--- config.mk ---
export PLATFORM = sky130hd
export DESIGN_NAME = gregorian_date_add_days_flat
export DESIGN_NICKNAME = d
export VERILOG_FILES = /design/src/design/gdad_pkg.sv /design/src/design/gdad_in_if.sv /design/src/design/gdad_out_if.sv /design/src/design/gdad_month_step.sv /design/src/design/gregorian_date_add_days.sv /design/src/flat_wrapper.sv
export SDC_FILE = /design/constraint.sdc
export NUM_CORES = 1
export LEC_CHECK = 0
export ABC_AREA = 0
export ABC_CLOCK_PERIOD_IN_PS = 11800
export BUFFER_PORTS_ARGS = -buffer_cell sky130_fd_sc_hd__clkbuf_2
export CORE_UTILIZATION = 60
export CTS_CLUSTER_DIAMETER = 50
export CTS_CLUSTER_SIZE = 30
export DETAILED_ROUTE_END_ITERATION = 10
export PLACE_DENSITY_LB_ADDON = 0.1
export SLEW_MARGIN = 10
export SYNTH_ARGS = -nofsm -noshare
export SYNTH_HDL_FRONTEND = slang
export SYNTH_SLANG_ARGS = --single-unit
--- constraint.sdc ---
create_clock -name clk -period 11.8 [get_ports clk]
set_input_delay 0.59 -clock clk [delete_from_list [all_inputs] [get_ports clk]]
set_output_delay 0.59 -clock clk [all_outputs]
set_load 0.01 [all_outputs]
--- src/design/gdad_pkg.sv ---
// ----------------------------------------------------------------------------
// gdad_pkg
// Shared widths, limits, types and calendar helpers for the date adder.
// ----------------------------------------------------------------------------
package gdad_pkg;

  // field widths
  localparam int DAY_W      = 5;
  localparam int MONTH_W    = 4;
  localparam int YEAR_W     = 14;
  localparam int DAYS_WIDTH = 16;
  localparam int R400_W     = 9;
  localparam int QUOT_W     = 6;

  // calendar limits
  localparam logic [YEAR_W-1:0]  MIN_YEAR  = YEAR_W'(1600);
  localparam logic [YEAR_W-1:0]  MAX_YEAR  = YEAR_W'(9999);
  localparam logic [MONTH_W-1:0] JANUARY   = MONTH_W'(1);
  localparam logic [MONTH_W-1:0] DECEMBER  = MONTH_W'(12);
  localparam logic [DAY_W-1:0]   FIRST_DAY = DAY_W'(1);
  localparam logic [DAY_W-1:0]   LAST_DAY  = DAY_W'(31);
  localparam logic [R400_W-1:0]  LAST_R400 = R400_W'(399);

  // year / 400 by reciprocal: floor(y * 5243 / 2^21) is exact below 2^14
  localparam int RECIP_400   = 5243;
  localparam int RECIP_SHIFT = 21;
  localparam int PROD_W      = YEAR_W + 13;
  localparam int CYCLE_400   = 400;

  // calendar position: date plus year modulo 400
  typedef struct packed {
    logic [DAY_W-1:0]   day;
    logic [MONTH_W-1:0] month;
    logic [YEAR_W-1:0]  year;
    logic [R400_W-1:0]  r400;
  } date_t;

  // result of one month step
  typedef struct packed {
    date_t                 date;
    logic [DAYS_WIDTH-1:0] days;
    logic                  done;
    logic                  ovf;
  } step_t;

  // leap year from year mod 400: divisible by 4, and not by 100 unless by 400
  function automatic logic leap_of(input logic [R400_W-1:0] r400);
    logic century;
    century = (r400 == R400_W'(100)) || (r400 == R400_W'(200)) ||
              (r400 == R400_W'(300));
    return (r400[1:0] == 2'b00) && !century;
  endfunction

  // month length; zero for month codes outside 1..12
  function automatic logic [DAY_W-1:0] month_days(input logic leap,
                                                  input logic [MONTH_W-1:0] month);
    logic [DAY_W-1:0] len;
    case (month)
      4'd2:                                   len = leap ? DAY_W'(29) : DAY_W'(28);
      4'd4, 4'd6, 4'd9, 4'd11:                len = DAY_W'(30);
      4'd1, 4'd3, 4'd5, 4'd7, 4'd8, 4'd10,
      4'd12:                                  len = DAY_W'(31);
      default:                                len = '0;
    endcase
    return len;
  endfunction

endpackage

--- src/design/gdad_in_if.sv ---
// ----------------------------------------------------------------------------
// gdad_in_if
// Input item channel: starting date and day count, valid/ready handshake.
// ----------------------------------------------------------------------------
interface gdad_in_if;
  import gdad_pkg::*;

  logic                  valid;
  logic                  ready;
  logic [DAY_W-1:0]      in_day;
  logic [MONTH_W-1:0]    in_month;
  logic [YEAR_W-1:0]     in_year;
  logic [DAYS_WIDTH-1:0] days_to_add;

  modport source (output valid, output in_day, output in_month, output in_year,
                  output days_to_add, input ready);
  modport sink   (input valid, input in_day, input in_month, input in_year,
                  input days_to_add, output ready);
endinterface

--- src/design/gdad_out_if.sv ---
// ----------------------------------------------------------------------------
// gdad_out_if
// Result item channel: resulting date and status flags, valid/ready handshake.
// ----------------------------------------------------------------------------
interface gdad_out_if;
  import gdad_pkg::*;

  logic               valid;
  logic               ready;
  logic [DAY_W-1:0]   out_day;
  logic [MONTH_W-1:0] out_month;
  logic [YEAR_W-1:0]  out_year;
  logic               date_valid;
  logic               year_overflow;

  modport source (output valid, output out_day, output out_month, output out_year,
                  output date_valid, output year_overflow, input ready);
  modport sink   (input valid, input out_day, input out_month, input out_year,
                  input date_valid, input year_overflow, output ready);
endinterface

--- src/design/gdad_month_step.sv ---
// ----------------------------------------------------------------------------
// gdad_month_step
// Shared step unit: advances a date by the rest of its month, or finishes
// inside the month when the remaining count fits, or pins at the range end.
// ----------------------------------------------------------------------------
module gdad_month_step (
  input  gdad_pkg::date_t                  cur,
  input  logic [gdad_pkg::DAYS_WIDTH-1:0]  days,
  output gdad_pkg::step_t                  step
);
  import gdad_pkg::*;

  logic [DAY_W-1:0]      dim;
  logic [DAY_W-1:0]      rem;
  logic [DAYS_WIDTH-1:0] rem_ext;

  // days left in the current month after the current day
  assign dim     = month_days(leap_of(cur.r400), cur.month);
  assign rem     = dim - cur.day;
  assign rem_ext = DAYS_WIDTH'(rem);

  always_comb begin
    step      = '0;
    step.date = cur;
    step.days = days;
    if (days > rem_ext) begin
      // jump to the first of the next month
      step.days     = days - rem_ext - DAYS_WIDTH'(1);
      step.date.day = FIRST_DAY;
      if (cur.month == DECEMBER) begin
        if (cur.year == MAX_YEAR) begin
          // would leave the year range: pin to the last representable day
          step.date.day   = LAST_DAY;
          step.date.month = DECEMBER;
          step.date.year  = MAX_YEAR;
          step.days       = '0;
          step.done       = 1'b1;
          step.ovf        = 1'b1;
        end else begin
          step.date.month = JANUARY;
          step.date.year  = cur.year + YEAR_W'(1);
          step.date.r400  = (cur.r400 == LAST_R400) ? '0 : cur.r400 + R400_W'(1);
        end
      end else begin
        step.date.month = cur.month + MONTH_W'(1);
      end
    end else begin
      // remaining count fits inside this month
      step.date.day = cur.day + DAY_W'(days);
      step.days     = '0;
      step.done     = 1'b1;
    end
  end

endmodule

--- src/design/gregorian_date_add_days.sv ---
// ----------------------------------------------------------------------------
// gregorian_date_add_days
// Adds a day count to a Gregorian date, one month per cycle through a shared
// step unit, with date validation and a hold at the end of the year range.
// ----------------------------------------------------------------------------
//  channel  direction  handshake              payload
//  in_ch    sink       valid / ready          in_day, in_month, in_year, days_to_add
//  out_ch   source     valid / ready          out_day, out_month, out_year,
//                                             date_valid, year_overflow
//
//  after accept the sequencer runs its quotient, remainder and check states, then
//  month steps until done, then the result stage; an invalid or held start skips the steps
//  in_ch.ready is high only while the sequencer is idle
//  a finished item sits in the output register; the next item may be taken
//  while it waits, and the sequencer holds its result if the register is full
//  rst_n is synchronous; it clears the sequencer and the output valid
// ----------------------------------------------------------------------------
module gregorian_date_add_days (
  input  logic       clk,
  input  logic       rst_n,
  gdad_in_if.sink    in_ch,
  gdad_out_if.source out_ch
);
  import gdad_pkg::*;

  typedef enum logic [5:0] {
    ST_IDLE  = 6'b000001,
    ST_QUOT  = 6'b000010,
    ST_REM   = 6'b000100,
    ST_CHECK = 6'b001000,
    ST_STEP  = 6'b010000,
    ST_DONE  = 6'b100000
  } state_t;

  state_t                state_r, state_nxt;
  date_t                 date_r, date_nxt;
  logic [DAYS_WIDTH-1:0] days_r, days_nxt;
  logic [QUOT_W-1:0]     quot_r, quot_nxt;
  logic                  valid_r, valid_nxt;
  logic                  ovf_r, ovf_nxt;
  logic                  out_valid_r, out_valid_nxt;
  logic [DAY_W-1:0]      out_day_r, out_day_nxt;
  logic [MONTH_W-1:0]    out_month_r, out_month_nxt;
  logic [YEAR_W-1:0]     out_year_r, out_year_nxt;
  logic                  out_dv_r, out_dv_nxt;
  logic                  out_ovf_r, out_ovf_nxt;

  logic [PROD_W-1:0]     quot_prod;
  logic [YEAR_W:0]       cyc_prod;
  logic                  date_ok;
  logic                  slot_free;
  step_t                 step;

  // year / 400 by reciprocal, then the remainder
  assign quot_prod = PROD_W'(date_r.year) * PROD_W'(RECIP_400);
  assign cyc_prod  = (YEAR_W + 1)'(quot_r) * (YEAR_W + 1)'(CYCLE_400);

  // calendar validity of the starting date
  assign date_ok = (date_r.year >= MIN_YEAR) && (date_r.month >= JANUARY) &&
                   (date_r.month <= DECEMBER) && (date_r.day >= FIRST_DAY) &&
                   (date_r.day <= month_days(leap_of(date_r.r400), date_r.month));

  assign slot_free = !out_valid_r || out_ch.ready;

  // shared month step unit
  gdad_month_step u_step (
    .cur  (date_r),
    .days (days_r),
    .step (step)
  );

  // sequencer
  always_comb begin
    state_nxt     = state_r;
    date_nxt      = date_r;
    days_nxt      = days_r;
    quot_nxt      = quot_r;
    valid_nxt     = valid_r;
    ovf_nxt       = ovf_r;
    out_valid_nxt = out_valid_r && !out_ch.ready;
    out_day_nxt   = out_day_r;
    out_month_nxt = out_month_r;
    out_year_nxt  = out_year_r;
    out_dv_nxt    = out_dv_r;
    out_ovf_nxt   = out_ovf_r;
    case (state_r)
      ST_IDLE: begin
        if (in_ch.valid) begin
          date_nxt.day   = in_ch.in_day;
          date_nxt.month = in_ch.in_month;
          date_nxt.year  = in_ch.in_year;
          date_nxt.r400  = '0;
          days_nxt       = in_ch.days_to_add[DAYS_WIDTH-1:0];
          ovf_nxt        = 1'b0;
          state_nxt      = ST_QUOT;
        end
      end
      ST_QUOT: begin
        quot_nxt  = quot_prod[RECIP_SHIFT +: QUOT_W];
        state_nxt = ST_REM;
      end
      ST_REM: begin
        date_nxt.r400 = R400_W'(({1'b0, date_r.year}) - cyc_prod);
        state_nxt     = ST_CHECK;
      end
      ST_CHECK: begin
        valid_nxt = date_ok;
        if (!date_ok) begin
          state_nxt = ST_DONE;
        end else if (date_r.year > MAX_YEAR) begin
          // start beyond the range: held at once
          date_nxt.day   = LAST_DAY;
          date_nxt.month = DECEMBER;
          date_nxt.year  = MAX_YEAR;
          ovf_nxt        = 1'b1;
          state_nxt      = ST_DONE;
        end else begin
          state_nxt = ST_STEP;
        end
      end
      ST_STEP: begin
        date_nxt = step.date;
        days_nxt = step.days;
        ovf_nxt  = ovf_r | step.ovf;
        if (step.done) begin
          state_nxt = ST_DONE;
        end
      end
      ST_DONE: begin
        if (slot_free) begin
          out_valid_nxt = 1'b1;
          out_day_nxt   = date_r.day;
          out_month_nxt = date_r.month;
          out_year_nxt  = date_r.year;
          out_dv_nxt    = valid_r;
          out_ovf_nxt   = ovf_r;
          state_nxt     = ST_IDLE;
        end
      end
      default: begin
        state_nxt = ST_IDLE;
      end
    endcase
  end

  // control registers
  always_ff @(posedge clk) begin
    if (!rst_n) begin
      state_r     <= ST_IDLE;
      out_valid_r <= 1'b0;
    end else begin
      state_r     <= state_nxt;
      out_valid_r <= out_valid_nxt;
    end
  end

  // datapath and output registers
  always_ff @(posedge clk) begin
    date_r      <= date_nxt;
    days_r      <= days_nxt;
    quot_r      <= quot_nxt;
    valid_r     <= valid_nxt;
    ovf_r       <= ovf_nxt;
    out_day_r   <= out_day_nxt;
    out_month_r <= out_month_nxt;
    out_year_r  <= out_year_nxt;
    out_dv_r    <= out_dv_nxt;
    out_ovf_r   <= out_ovf_nxt;
  end

  // ports
  assign in_ch.ready          = (state_r == ST_IDLE);
  assign out_ch.valid         = out_valid_r;
  assign out_ch.out_day       = out_day_r;
  assign out_ch.out_month     = out_month_r;
  assign out_ch.out_year      = out_year_r;
  assign out_ch.date_valid    = out_dv_r;
  assign out_ch.year_overflow = out_ovf_r;

  // an invalid date never reports overflow
  a_inval_no_ovf: assert property (@(posedge clk) disable iff (!rst_n)
    out_ch.valid && !out_ch.date_valid |-> !out_ch.year_overflow)
    else $error("overflow flagged on an invalid date");

  // an overflowed result is pinned to the last day of the range
  a_ovf_pinned: assert property (@(posedge clk) disable iff (!rst_n)
    out_ch.valid && out_ch.year_overflow |->
      out_ch.out_day == LAST_DAY && out_ch.out_month == DECEMBER &&
      out_ch.out_year == MAX_YEAR)
    else $error("overflow result not held at the end of the range");

  // a valid result has a month in 1..12, a nonzero day and a year no later than the range end
  a_valid_date: assert property (@(posedge clk) disable iff (!rst_n)
    out_ch.valid && out_ch.date_valid |->
      out_ch.out_month >= JANUARY && out_ch.out_month <= DECEMBER &&
      out_ch.out_day >= FIRST_DAY && out_ch.out_year <= MAX_YEAR)
    else $error("valid result outside the calendar");

  // the sequencer only leaves its result stage when the output register takes it
  a_done_load: assert property (@(posedge clk) disable iff (!rst_n)
    state_r == ST_DONE && slot_free |=> out_valid_r && state_r == ST_IDLE)
    else $error("finished item not loaded into the output register");

endmodule

--- src/flat_wrapper.sv ---
// flat-port wrapper written by rule: the top's interface ports become plain ports
module gregorian_date_add_days_flat import gdad_pkg::*;
  (clk, rst_n, in_ch_valid, in_ch_in_day, in_ch_in_month, in_ch_in_year, in_ch_days_to_add, in_ch_ready, out_ch_valid, out_ch_out_day, out_ch_out_month, out_ch_out_year, out_ch_date_valid, out_ch_year_overflow, out_ch_ready);
  gdad_in_if in_ch_i ();
  gdad_out_if out_ch_i ();
  input  logic clk;
  input  logic rst_n;
  input wire logic [$bits(in_ch_i.valid)-1:0] in_ch_valid;
  input wire logic [$bits(in_ch_i.in_day)-1:0] in_ch_in_day;
  input wire logic [$bits(in_ch_i.in_month)-1:0] in_ch_in_month;
  input wire logic [$bits(in_ch_i.in_year)-1:0] in_ch_in_year;
  input wire logic [$bits(in_ch_i.days_to_add)-1:0] in_ch_days_to_add;
  output wire logic [$bits(in_ch_i.ready)-1:0] in_ch_ready;
  output wire logic [$bits(out_ch_i.valid)-1:0] out_ch_valid;
  output wire logic [$bits(out_ch_i.out_day)-1:0] out_ch_out_day;
  output wire logic [$bits(out_ch_i.out_month)-1:0] out_ch_out_month;
  output wire logic [$bits(out_ch_i.out_year)-1:0] out_ch_out_year;
  output wire logic [$bits(out_ch_i.date_valid)-1:0] out_ch_date_valid;
  output wire logic [$bits(out_ch_i.year_overflow)-1:0] out_ch_year_overflow;
  input wire logic [$bits(out_ch_i.ready)-1:0] out_ch_ready;
  assign in_ch_i.valid = in_ch_valid;
  assign in_ch_i.in_day = in_ch_in_day;
  assign in_ch_i.in_month = in_ch_in_month;
  assign in_ch_i.in_year = in_ch_in_year;
  assign in_ch_i.days_to_add = in_ch_days_to_add;
  assign in_ch_ready = in_ch_i.ready;
  assign out_ch_valid = out_ch_i.valid;
  assign out_ch_out_day = out_ch_i.out_day;
  assign out_ch_out_month = out_ch_i.out_month;
  assign out_ch_out_year = out_ch_i.out_year;
  assign out_ch_date_valid = out_ch_i.date_valid;
  assign out_ch_year_overflow = out_ch_i.year_overflow;
  assign out_ch_i.ready = out_ch_ready;
  gregorian_date_add_days u_core (.clk(clk), .rst_n(rst_n), .in_ch(in_ch_i), .out_ch(out_ch_i));
endmodule
# Yosys cells after proc, flatten, opt, wreduce, memory -nomap -nowiden
# Cells that the tools add are included.
[word_totals]
elab_cells = 122
output_inout_bits = 27
inputBits = 43
reg_bits = 88
[classes]
muxes = 33
reduce_logical = 25
magnitude_cmp = 7
eq_ne = 31
n_mul = 2
n_bitwise = 1
add_sub_neg = 8
[ops]
columns = ["cell", "count"]
rows = [
  ["23-bit one-hot mux with 3 select lines", 1],
  ["23-bit two-way mux", 2],
  ["41-bit two-way mux", 1],
  ["18-bit two-way mux", 2],
  ["6-bit one-hot mux with 6 select lines", 1],
  ["32-bit two-way mux", 1],
  ["16-bit one-hot mux with 2 select lines", 1],
  ["6-bit two-way mux", 5],
  ["14-bit by 13-bit multiplier with 27-bit output (second input constant)", 1],
  ["27-bit two-way mux", 1],
  ["9-bit one-hot mux with 3 select lines", 1],
  ["4-bit equality test (second input constant)", 5],
  ["9-bit equality test (second input constant)", 2],
  ["9-bit two-way mux", 2],
  ["17-bit two-way mux", 1],
  ["4-bit by 3-bit equality test with 1-bit output (second input constant)", 4],
  ["16-bit by 5-bit greater-than comparator with 1-bit output", 1],
  ["16-bit two-way mux", 1],
  ["16-bit by 1-bit subtractor with 16-bit output (second input constant)", 1],
  ["16-bit by 5-bit subtractor with 16-bit output", 1],
  ["5-bit two-way mux", 3],
  ["5-bit one-hot mux with 3 select lines", 1],
  ["14-bit by 1-bit adder with 14-bit output (second input constant)", 1],
  ["14-bit equality test (second input constant)", 1],
  ["41 further kinds", 66],
]

# Longest topological paths before layout
# Gate-level depths: netlist of the first run.
[depth]
depth_word = 15
ltp_mapped = 19
ltp_nobuf = 18

# By module
# A second synthesis of the first run with hierarchy kept.
[unflattened]
cells_unflattened = 995
area_unflattened_um2 = 9416.5
[by_module_without_submodules]
columns = ["mod", "area_each_um2", "seq_area_each_um2", "cells_per_inst", "instances"]
rows = [
  ["gregorian_date_add_days", 7458.4, 2542.4, 710, 1],
  ["gdad_month_step", 1958.1, 0.0, 285, 1],
]

# Least setup slack after synthesis of the first run
# Ideal clock, no wire load.
[synth_path]
kind = "flip-flop to flip-flop"
start = "reg u_core.date_r[19] (netlist bit)"
end = "reg u_core.quot_r[4], data pin"
arrival_ps = 4387
required_time_ps = 11535
path_stages_with_launch = 17
n_path_buf = 0
setup_slack_ps = 7147
setup_ps = 265
synth_period_minus_slack_ps = 4653
path_cell_list = "edfxtp_1 -> ha_1 -> inv_1 -> fa_1 -> inv_1 -> fa_1 -> inv_1 -> fa_1 -> fa_1 -> inv_1 -> ha_1 -> a211oi_1 -> nand3_1 -> o211ai_1 -> o211ai_1 -> a221oi_1 -> xnor2_1"
[synth_between]
elab_chain_len = 1
[synth_rtl]
columns = ["element", "line_no", "text"]
rows = [
  ["start, declared", "gregorian_date_add_days.sv:36", "date_t date_r, date_nxt;"],
  ["start signal, assigned", "gregorian_date_add_days.sv:159", "date_r <= date_nxt;"],
  ["14-bit by 13-bit multiplier with 27-bit output", "gregorian_date_add_days.sv:55", "assign quot_prod = PROD_W'(date_r.year) * PROD_W'(RECIP_400);"],
  ["named net u_core.quot_prod[25]", "gregorian_date_add_days.sv:48", "logic [PROD_W-1:0] quot_prod;"],
  ["end signal, assigned", "gregorian_date_add_days.sv:161", "quot_r <= quot_nxt;"],
  ["end, declared", "gregorian_date_add_days.sv:38", "logic [QUOT_W-1:0] quot_r, quot_nxt;"],
]
# The timed path passes the listed nets, and every way through them passes these cells.
# A chain may end at the register's enable or synchronous reset.

# Worst setup path in the final report of the first run
# Same ends and word-level chain as after synthesis.

==> metrics, run 1 <==
Cell variety after synth=63; # resized after CTS=0; skew final=10.0 ps; HP Start=u_core.valid_r$_DFFE_PP_; max cap viols=0; Max Fanout on Critical Path=11; Die Span Y=122 um; share of the synthesized area in the top cell type=0.280; antenna cells=0; Worst Path Required=11880 ps; Hold Path Depth=0; Fillers=1078; Synthesized Nets=1077; num rows=43; largest net degree at the start of global routing=42; later-pin clock latency in the skew report=330 ps; Post-CTS Setup Bufs=0; Worst path slowest cell=edfxtp_1; post-synthesis register bit count=87; Fmax achieved=196 MHz; area of the multi-input gates=0.00543 mm2; crit-path leading delay family=adder cells; core area=0.0139 mm2; max_slew headroom=0.180; routed wire length=20.0 mm; Detail Route Antenna Nets=0; I/O pin count=70; first-pass GRT wire length=32.8 mm; initial antenna violation count=0; nets=1150; input/output buffers=69; hold crit path type=reg -> reg; Hold Buf Count CTS=0; Seq/Total Area, Yosys=0.297; number of flops mapped to enable cells by yosys=80; depth of the CTS H-tree=3; share of cells above drive strength 1=0.115; Post-DP Area=0.00911 mm2; top_reg_cell synth=edfxtp_1; number of global-route vias before repair=6423; syn avg cell area=10.4 um2; DIE WIDTH=122 um; CP Buf/Inv Count=4; ys async rst share=0; Crit path arrival time=5200 ps; clk slew on worst S/H paths=70 ps; status=complete, no violations; yosys warns=0; Post-DP HPWL=16.1 mm; final setup vio count=0; Area Growth Syn to Fin=9.80%; via-per-instance ratio=5.87; Critical Path End Type=register; initial DRC count=658; Mapped Area=0.00857 mm2; Hold EP=u_core.out_ch.date_valid$_DFFE_PP_; routed via count=6368; worst r2r src=u_core.date_r[19]$_DFFE_PP_; CTS root buffer=clkbuf_16; worst path cell trace=ha_1 > inv_1 > fa_1 > inv_1 > fa_1 > inv_1 > fa_1 > fa_1 > inv_1 > ha_1 > a211oi_1 > nand3_1 > o211ai_1 > o211ai_1 > a221oi_1 > xnor2_1; Critical R2R Capture=u_core.quot_r[4]$_DFFE_PP_; busiest grt layer=met2; CTS Sinks=87; CTS tree=yes; Lkg Pwr=4.33 nW; drt wl/cell=18.4 um; Synth Instances=826; max-slew violations=0; DRT Pass-1 Iters=6; design area=0.00941 mm2; starting density of the core=0.617; worst ir drop on vdd=209 uV; worst reg2reg path depth=16; met2 usage=0.479; gr usage total=0.291; DR DRC count=0; Congestion Overflow GR=0; R2R setup slack=6690 ps; GR Util met3=0.0409; Clock Path Buffers=2; setup TNS=0 ps; total CTS buffers=9; min Tclk post-route=5110 ps; most common library cells after synthesis=inv_1, ha_1, edfxtp_1; Slew @ Worst Pin=1210 ps; largest area contributor in the netlist=edfxtp_1; met1 Use GR=0.398; type of origin of the critical path=register; slowest stage delay, CP=610 ps; Synth area leaders=edfxtp_1, ha_1, fa_1, inv_1, xnor2_1; Hold Fails Final Rpt=0; most common cell in the netlist=inv_1; die area=0.0148 mm2; register area=0.00254 mm2; Final GP Congestion=0.936; P per Cell Area=165 mW/mm2; fin crit share=0.433; RSZ-0062 raised after global routing=false; path type of the worst setup path=reg -> reg
## registers in the layout (all words and copies together), names as in the netlist
| name | flops |
|---|---|
| u_core.out_ch.out_day | 5 |
| u_core.out_ch.date_valid | 1 |
| u_core.out_ch.out_month | 4 |
| u_core.state_r | 6 |
| u_core.out_ch.out_year | 14 |
| u_core.out_ch.valid | 1 |
| u_core.out_ch.year_overflow | 1 |
| u_core.days_r | 16 |
| u_core.quot_r | 5 |
| u_core.date_r | 32 |
| u_core.ovf_r | 1 |
| u_core.valid_r | 1 |
## per-stage QoR
stage	utilization	hold WS, ps	power [mW]	worst slack (ps)	instances
2_1_floorplan	-	400	1.05	7150	826
3_3_place_gp	0.656	405	1.22	6790	1068
3_5_place_dp	0.656	412	1.26	6710	1068
4_1_cts	0.678	428	1.55	6680	1084
5_1_grt	0.678	433	1.70	6370	1084
6_report	0.678	429	1.55	6690	1084
## worst reg2reg max path, delay by kind of cell, from the launching register on
kind	cells	cell delay, ps
xor gates and xnor gates	1	110
DFF	1	610
buffers and inverters	4	210
adders and majority gates	6	2640
AOI/OAI and AO/OA	4	1180
and+or+nand+nor	1	110
## how the worst max path moves through the flow
stage,startpoint,endpoint,cells past startpoint
2_1_floorplan,u_core.date_r[19]$_DFFE_PP_,u_core.quot_r[4]$_DFFE_PP_,16
3_3_place_gp,u_core.date_r[19]$_DFFE_PP_,u_core.quot_r[4]$_DFFE_PP_,16
3_5_place_dp,u_core.date_r[19]$_DFFE_PP_,u_core.quot_r[4]$_DFFE_PP_,16
4_1_cts,u_core.date_r[19]$_DFFE_PP_,u_core.quot_r[4]$_DFFE_PP_,16
5_1_grt,u_core.date_r[19]$_DFFE_PP_,u_core.quot_r[4]$_DFFE_PP_,16
6_report,u_core.date_r[19]$_DFFE_PP_,u_core.quot_r[4]$_DFFE_PP_,16
## metal layers
layer / up-vias / share of wire
met1: 3115 / 0.44
met4: 0 / 0.021
met2: 222 / 0.49
li1: 3001 / -
met3: 30 / 0.050
met5: - / 0
## cells by family (layout without fill, tap and decap cells)
kind of cell,count (synthesis),in the layout,share of synthesized area
compound gates,149,149,0.108
xor+xnor,56,56,0.0572
fa+ha+maj,208,208,0.362
buf+inv,154,232,0.0697
flops,87,87,0.297
mux,4,4,0.00467
simple gates,168,168,0.102
## layout make-up
| type | count | share of cell area |
|---|---|---|
| Clock buffer | 9 | 0.0239 |
| Clock inverter | 7 | 0.00758 |
| Inverter | 143 | 0.0571 |
| Multi-Input combinational cell | 585 | 0.577 |
| Sequential cell | 87 | 0.270 |
| Tap cell | 180 | 0.0239 |
| Timing Repair Buffer | 73 | 0.0399 |
## cells in the final DEF, fill, tap and decap left out, types with 4 or more instances in the layout
cell       synthesis  routed
a21o_1             9       9
ha_1             142     142
dfxtp_1            7       7
nor3_1             9       9
nand4_1            6       6
and3_1             4       4
fa_1              66      66
a21oi_1           44      44
a31oi_1            5       5
xnor2_1           42      42
mux2i_1            4       4
buf_4              1       4
nor2_1            30      30
o21ai_0           39      39
nor4_1             6       6
edfxtp_1          80      80
nand2_1           62      62
clkbuf_2           0      69
nand3_1           17      17
o211ai_1           9       9
nand3b_1           4       4
xor2_1            14      14
inv_1            143     143
clkbuf_16          0       9
o22ai_1           11      11
## where the power goes
group	total [mW]	internal [mW]	leakage, nW	switching [mW]
Combinational	0.877	0.383	3.38	0.494
Sequential	0.385	0.361	0.808	0.0245
Clock	0.286	0.164	0.139	0.122
Total	1.55	0.907	4.33	0.641
Note: power is estimated with default switching activity, not from simulation.
==> run 2, diff against run 1 <==
- ABC_AREA: 0 -> 1
- ABC_CLOCK_PERIOD_IN_PS: 11800 -> 4800
- clock period: 11.8 -> 4.8 ns (I/O delays scaled with it)
==> run 2 against run 1 <==
Effect of this change: core utilization rose by 1.1 points; largest power group unchanged; critical path depth rose by 1; clock power rose by 140%; non-clock buffer count rose by 23; worst hold slack got worse by 280 ps.
==> metrics, run 2 <==
Worst Path Required=4910 ps (-6970 ps); max-slew violations=0 (unchanged); CTS tree=yes; Hold Buf Count CTS=0 (unchanged); gr usage total=0.290 (-0.00152); CP Buf/Inv Count=5 (+1); max_slew headroom=0.518 (+0.338); Area Growth Syn to Fin=12.0%; CTS root buffer=clkbuf_16; Seq/Total Area, Yosys=0.286 (-0.0109); number of global-route vias before repair=6559 (+2.1%); Critical R2R Capture=u_core.quot_r[0]$_DFFE_PP_; Cell variety after synth=41 (-35%); nets=1347 (+17%); input/output buffers=69 (unchanged); fin crit share=0.958 (+0.525); Mapped Area=0.00890 mm2 (+3.8%); Clock Path Buffers=2 (unchanged); Hold Path Depth=3 (+3); worst path cell trace=ha_1 > inv_1 > fa_1 > inv_1 > fa_1 > inv_1 > fa_1 > fa_1 > inv_1 > ha_1 > nand2_1 > inv_1 > a21oi_1 > nor2_1 > a21oi_1 > o211ai_1 > xor2_1; worst ir drop on vdd=918 uV (+340%); Hold Fails Final Rpt=0 (unchanged); Synth Instances=997 (+21%); Crit path arrival time=4710 ps (-490 ps); share of the synthesized area in the top cell type=0.270 (-0.0103); most common cell in the netlist=inv_1; antenna cells=0 (unchanged); post-synthesis register bit count=87 (unchanged); Critical Path End Type=register; commonest cells after routing, fill and taps aside=inv_1, nand2_1, ha_1; routed via count=7103 (+12%); commonest non-fill, non-tap cell in the layout=inv_1; Max Fanout on Critical Path=6 (-5); setup TNS=0 ps (unchanged); depth of the CTS H-tree=3 (unchanged); DIE WIDTH=124 um (+1.9%); P per Cell Area=668 mW/mm2 (+310%); Overall Power=6.66 mW (+330%); final setup vio count=0 (unchanged); status=complete, no violations; first-pass GRT wire length=33.3 mm (+1.3%); core area=0.0145 mm2 (+4.3%); Post-DP Area=0.00958 mm2 (+5.2%); Detail Route Antenna Nets=0 (unchanged); Fmax achieved=217 MHz (+11%); RSZ-0062 raised after global routing=false; DRT Pass-1 Iters=5 (-1); initial DRC count=616 (-6.4%); starting density of the core=0.614 (-0.00286); die area=0.0153 mm2 (+3.8%); initial antenna violation count=0 (unchanged); later-pin clock latency in the skew report=350 ps (+20 ps); Synth area leaders=edfxtp_1, ha_1, fa_1, inv_1, nand2_1; Hold EP=u_core.days_r[15]$_DFFE_PP_; most frequent CP cell=inv_1; biggest regs=u_core.date_r: 32 flops, u_core.days_r: 16 flops, u_core.out_ch.out_year: 14 flops; top_reg_cell synth=edfxtp_1; ys async rst share=0 (unchanged); yosys warns=0 (unchanged); Lkg Pwr=4.98 nW (+15%); HP Start=in_ch_days_to_add[15]; largest area contributor in the netlist=edfxtp_1; via-per-instance ratio=5.53 (-5.9%); share of cells above drive strength 1=0.123 (+0.00757); Final GP Congestion=0.915 (-2.2%); worst reg2reg path depth=17 (+1); Largest register FFs=32 (unchanged); min Tclk post-route=4600 ps (-514 ps); hold crit path type=in -> reg; skew final=11.8 ps (+1.75 ps); Synthesized Nets=1248 (+16%); type of origin of the critical path=register; drt wl/cell=16.2 um (-12%); total CTS buffers=9 (unchanged); max cap viols=0 (unchanged); path type of the worst setup path=reg -> reg; Largest Register=u_core.date_r; slowest stage delay, CP=550 ps (-60 ps); DR DRC count=0 (unchanged); Post-DP HPWL=17.0 mm (+6.0%); Worst path slowest cell=fa_1; Die Span Y=124 um (+1.9%); number of flops mapped to enable cells by yosys=80 (unchanged); most common library cells after synthesis=inv_1, nand2_1, ha_1; critical path depth in cells=17 (+1); CTS Sinks=87 (unchanged); worst r2r src=u_core.date_r[19]$_DFFE_PP_; num rows=44 (+2.3%); largest net degree at the start of global routing=37 (-12%); crit-path leading delay family=adder cells; R2R setup slack=200 ps (-6490 ps); routed wire length=20.8 mm (+4.1%); I/O pin count=70 (unchanged); clk slew on worst S/H paths=70 ps (about the same); syn avg cell area=8.92 um2 (-14%); design area=0.00997 mm2 (+5.9%); Slew @ Worst Pin=721 ps (-493 ps); Congestion Overflow GR=0 (unchanged)
[run 2: through the flow]
stage,cells,worst slack (ps),hold slack [ps],utilization
after CTS,1277,110,154,0.682
after floorplan,997,332,396,-
after global placement,1261,304,401,0.662
after detailed placement,1261,146,408,0.662
final,1285,199,153,0.688
after global routing,1285,13.7,171,0.688
[run 2: how the worst max path moves through the flow]
stage | slack [ps] | to | startpoint
final | 200 | u_core.quot_r[0]$_DFFE_PP_ | u_core.date_r[19]$_DFFE_PP_
after global routing | 10 | u_core.quot_r[4]$_DFFE_PP_ | u_core.date_r[17]$_DFFE_PP_
after CTS | 110 | u_core.date_r[11]$_DFFE_PP_ | u_core.date_r[23]$_DFFE_PP_
after detailed placement | 150 | u_core.date_r[20]$_DFFE_PP_ | u_core.date_r[23]$_DFFE_PP_
after global placement | 300 | u_core.quot_r[0]$_DFFE_PP_ | u_core.date_r[19]$_DFFE_PP_
after floorplan | 330 | u_core.date_r[10]$_DFFE_PP_ | u_core.date_r[23]$_DFFE_PP_
[run 2: cell families (layout without fill, tap and decap cells)]
family / after synthesis / in the layout / share of synthesized area
xor+xnor: 39 / 39 / 0.0384
fa+ha+maj: 208 / 208 / 0.348
buf+inv: 206 / 310 / 0.0873
flops: 87 / 87 / 0.286
compound gates: 151 / 151 / 0.0927
simple gates: 306 / 306 / 0.148
[run 2: repair_timing]
action,in CTS,in global routing
endpoints found under the setup margin,0,36
setup buffers,0,7
endpoints found under the hold margin,0,0
resized for setup,0,11
[run 2: tightest hold or removal path: cells and delay by family]
family,cells,cell delay [ps]
buf+inv,1,80
simple gates,2,90
[run 2: where the power goes]
group	total (mW)	switching, mW	internal (mW)
Sequential	1.00	0.0739	0.931
Combinational	4.95	3.05	1.91
Clock	0.700	0.325	0.375
[run 2: cell type report]
| class | count | area, um2 |
|---|---|---|
| inverter | 198 | 743 |
| tap | 184 | 230 |
| multi-input combinational | 704 | 5610 |
| fill | 1171 | 4510 |
| clock buffer | 10 | 239 |
| clock inverter | 6 | 51.3 |
| sequential | 87 | 2540 |
| timing repair buffer | 96 | 556 |
[run 2: per-layer routing]
layer	global-route usage	part of all wire
met5	0	0
met4	0.0813	0.024
met3	0.0440	0.072
met2	0.424	0.43
met1	0.442	0.47
==> run 3, diff against run 2 <==
- GPL_TIMING_DRIVEN: default -> 0
- RECOVER_POWER: default -> 25
==> run 3 against run 2 <==
Effect of this change: global-route usage is 0.53 points lower; cell count is 2.2% higher; die area stayed put; setup slack worse by 32 ps; sequential share of layout area is 1.0 points lower; critical path type unchanged; clock skew is 0.92 ps higher; clock power is 14% higher; via count is 1.7% higher; register-to-register slack worse by 30 ps; non-clock buffer count is 28 higher.
==> metrics, run 3 (same netlist as run 2, synthesis figures left out) <==
status=complete, no violations; input/output buffers=69 (unchanged); DRT Pass-1 Iters=6 (+1); gr usage total=0.285 (-0.00527); Hold Fails Final Rpt=0 (unchanged); Slew @ Worst Pin=884 ps (+162 ps); final cell count without fillers=1313 (+2.2%); max cap viols=0 (unchanged); dpl cells=1250 (-0.87%); largest net degree at the start of global routing=26 (-30%); max-slew violations=0 (unchanged); commonest non-fill, non-tap cell in the layout=inv_1; Max Fanout on Critical Path=5 (-1); DR DRC count=0 (unchanged); antenna cells=0 (unchanged); Die Span Y=124 um (unchanged); setup TNS=0 ps (unchanged); P per Cell Area=726 mW/mm2 (+8.6%); type of origin of the critical path=register; Largest register FFs=32 (unchanged); CTS root buffer=clkbuf_16; depth of the CTS H-tree=3 (unchanged); share of cells above drive strength 1=0.156 (+0.0333); DIE WIDTH=124 um (unchanged); num rows=44 (unchanged); worst ir drop on vdd=906 uV (-1.2%); Final GP Congestion=0.935 (+2.2%); commonest cells after routing, fill and taps aside=inv_1, nand2_1, ha_1; nets=1375 (+2.1%); Critical Path End Type=register; Post-DP HPWL=16.5 mm (-3.2%); CTS Sinks=87 (unchanged); biggest regs=u_core.date_r: 32 flops, u_core.days_r: 16 flops, u_core.out_ch.out_year: 14 flops; Hold Buf Count CTS=0 (unchanged); total CTS buffers=9 (unchanged); initial antenna violation count=0 (unchanged); routed via count=7226 (+1.7%); I/O pin count=70 (unchanged); hold crit path type=in -> reg; routed wire length=21.4 mm (+2.8%); via-per-instance ratio=5.50 (-0.44%); fin crit share=0.965 (+0.00666); final setup vio count=0 (unchanged); skew final=12.7 ps (+0.923 ps); first-pass GRT wire length=32.8 mm (-1.4%); Detail Route Antenna Nets=0 (unchanged); R2R setup slack=170 ps (-30 ps); Area Growth Syn to Fin=16.8%; drt wl/cell=16.3 um (+0.60%); min Tclk post-route=4630 ps (+32.0 ps); initial DRC count=630 (+2.3%); Congestion Overflow GR=0 (unchanged); core area=0.0145 mm2 (unchanged); clk slew on worst S/H paths=70 ps (about the same); Clock Path Buffers=2 (unchanged); CTS tree=yes; die area=0.0153 mm2 (unchanged); Fmax achieved=216 MHz (-0.69%); Lkg Pwr=5.13 nW (+3.1%); starting density of the core=0.614 (unchanged); max_slew headroom=0.410 (-0.108); Worst Path Required=4930 ps (+20 ps); Largest Register=u_core.date_r; later-pin clock latency in the skew report=350 ps (about the same); path type of the worst setup path=reg -> reg; Crit path arrival time=4760 ps (+50 ps); number of global-route vias before repair=6714 (+2.4%)
[run 3: what timing repair did]
action                     4_1_cts  5_1_grt
setup buffers                    8       38
hold endpoints to repair         0        0
setup endpoints to repair       25       33
gates cloned                     0        1
pin swaps                        1       14
resized for setup                4       24
[run 3: final timing paths]
check                                             to  depth (start not counted)                   startpoint
setup / recovery          u_core.quot_r[0]$_DFFE_PP_                         16  u_core.date_r[20]$_DFFE_PP_
hold / removal           u_core.days_r[11]$_DFFE_PP_                          3        in_ch_days_to_add[11]
setup reg to reg          u_core.quot_r[0]$_DFFE_PP_                         16  u_core.date_r[20]$_DFFE_PP_
hold reg to reg   u_core.out_ch.date_valid$_DFFE_PP_                          0     u_core.valid_r$_DFFE_PP_
[run 3: per-layer routing]
layer  vias to the layer above  global-route usage  wire [um]
met1                      3395               0.415       9870
li1                       3531                   -          -
met5                         -                   0          0
met3                        40              0.0508       1340
met4                         0              0.0881        456
met2                       260               0.429       9710
[run 3: worst max-delay path, cell delays in order, from the launching register on]
cell	delay, ps
edfxtp_1	440
buf_4	190
ha_1	320
inv_1	70
fa_1	510
fa_1	520
inv_1	50
fa_1	460
fa_1	480
ha_4	310
nand2_1	80
nor2_2	100
nand2_1	90
nor3_2	210
a21oi_1	90
o211ai_1	140
xor2_1	330
[run 3: final cells by class]
| cell class | instances | area (um2) |
|---|---|---|
| clock buffers | 10 | 239 |
| clock inverters | 6 | 97.6 |
| repair buffers | 116 | 752 |
| multi-input cells | 704 | 5750 |
| plain buffers | 8 | 33.8 |
| inverters | 198 | 743 |
| fillers | 1102 | 4090 |
| flip-flops and latches | 87 | 2540 |
| well taps | 184 | 230 |
[run 3: stage by stage]
stage	setup slack, ps	power (mW)	cell area (um2)	hold WS [ps]	util
6_report	167	7.54	10400	155	0.718
3_5_place_dp	-747	5.88	9480	428	0.655
5_1_grt	-48.8	8.34	10400	177	0.718
3_3_place_gp	-601	5.80	9470	400	0.654
4_1_cts	10.5	6.72	9910	149	0.685
2_1_floorplan	332	4.74	8900	396	-
[run 3: where the power goes]
part / leakage (nW) / internal (mW) / switching, mW / total, mW
clock: 0.166 / 0.479 / 0.321 / 0.800
combinational: 4.16 / 2.40 / 3.34 / 5.74
sequential: 0.808 / 0.931 / 0.0663 / 0.997
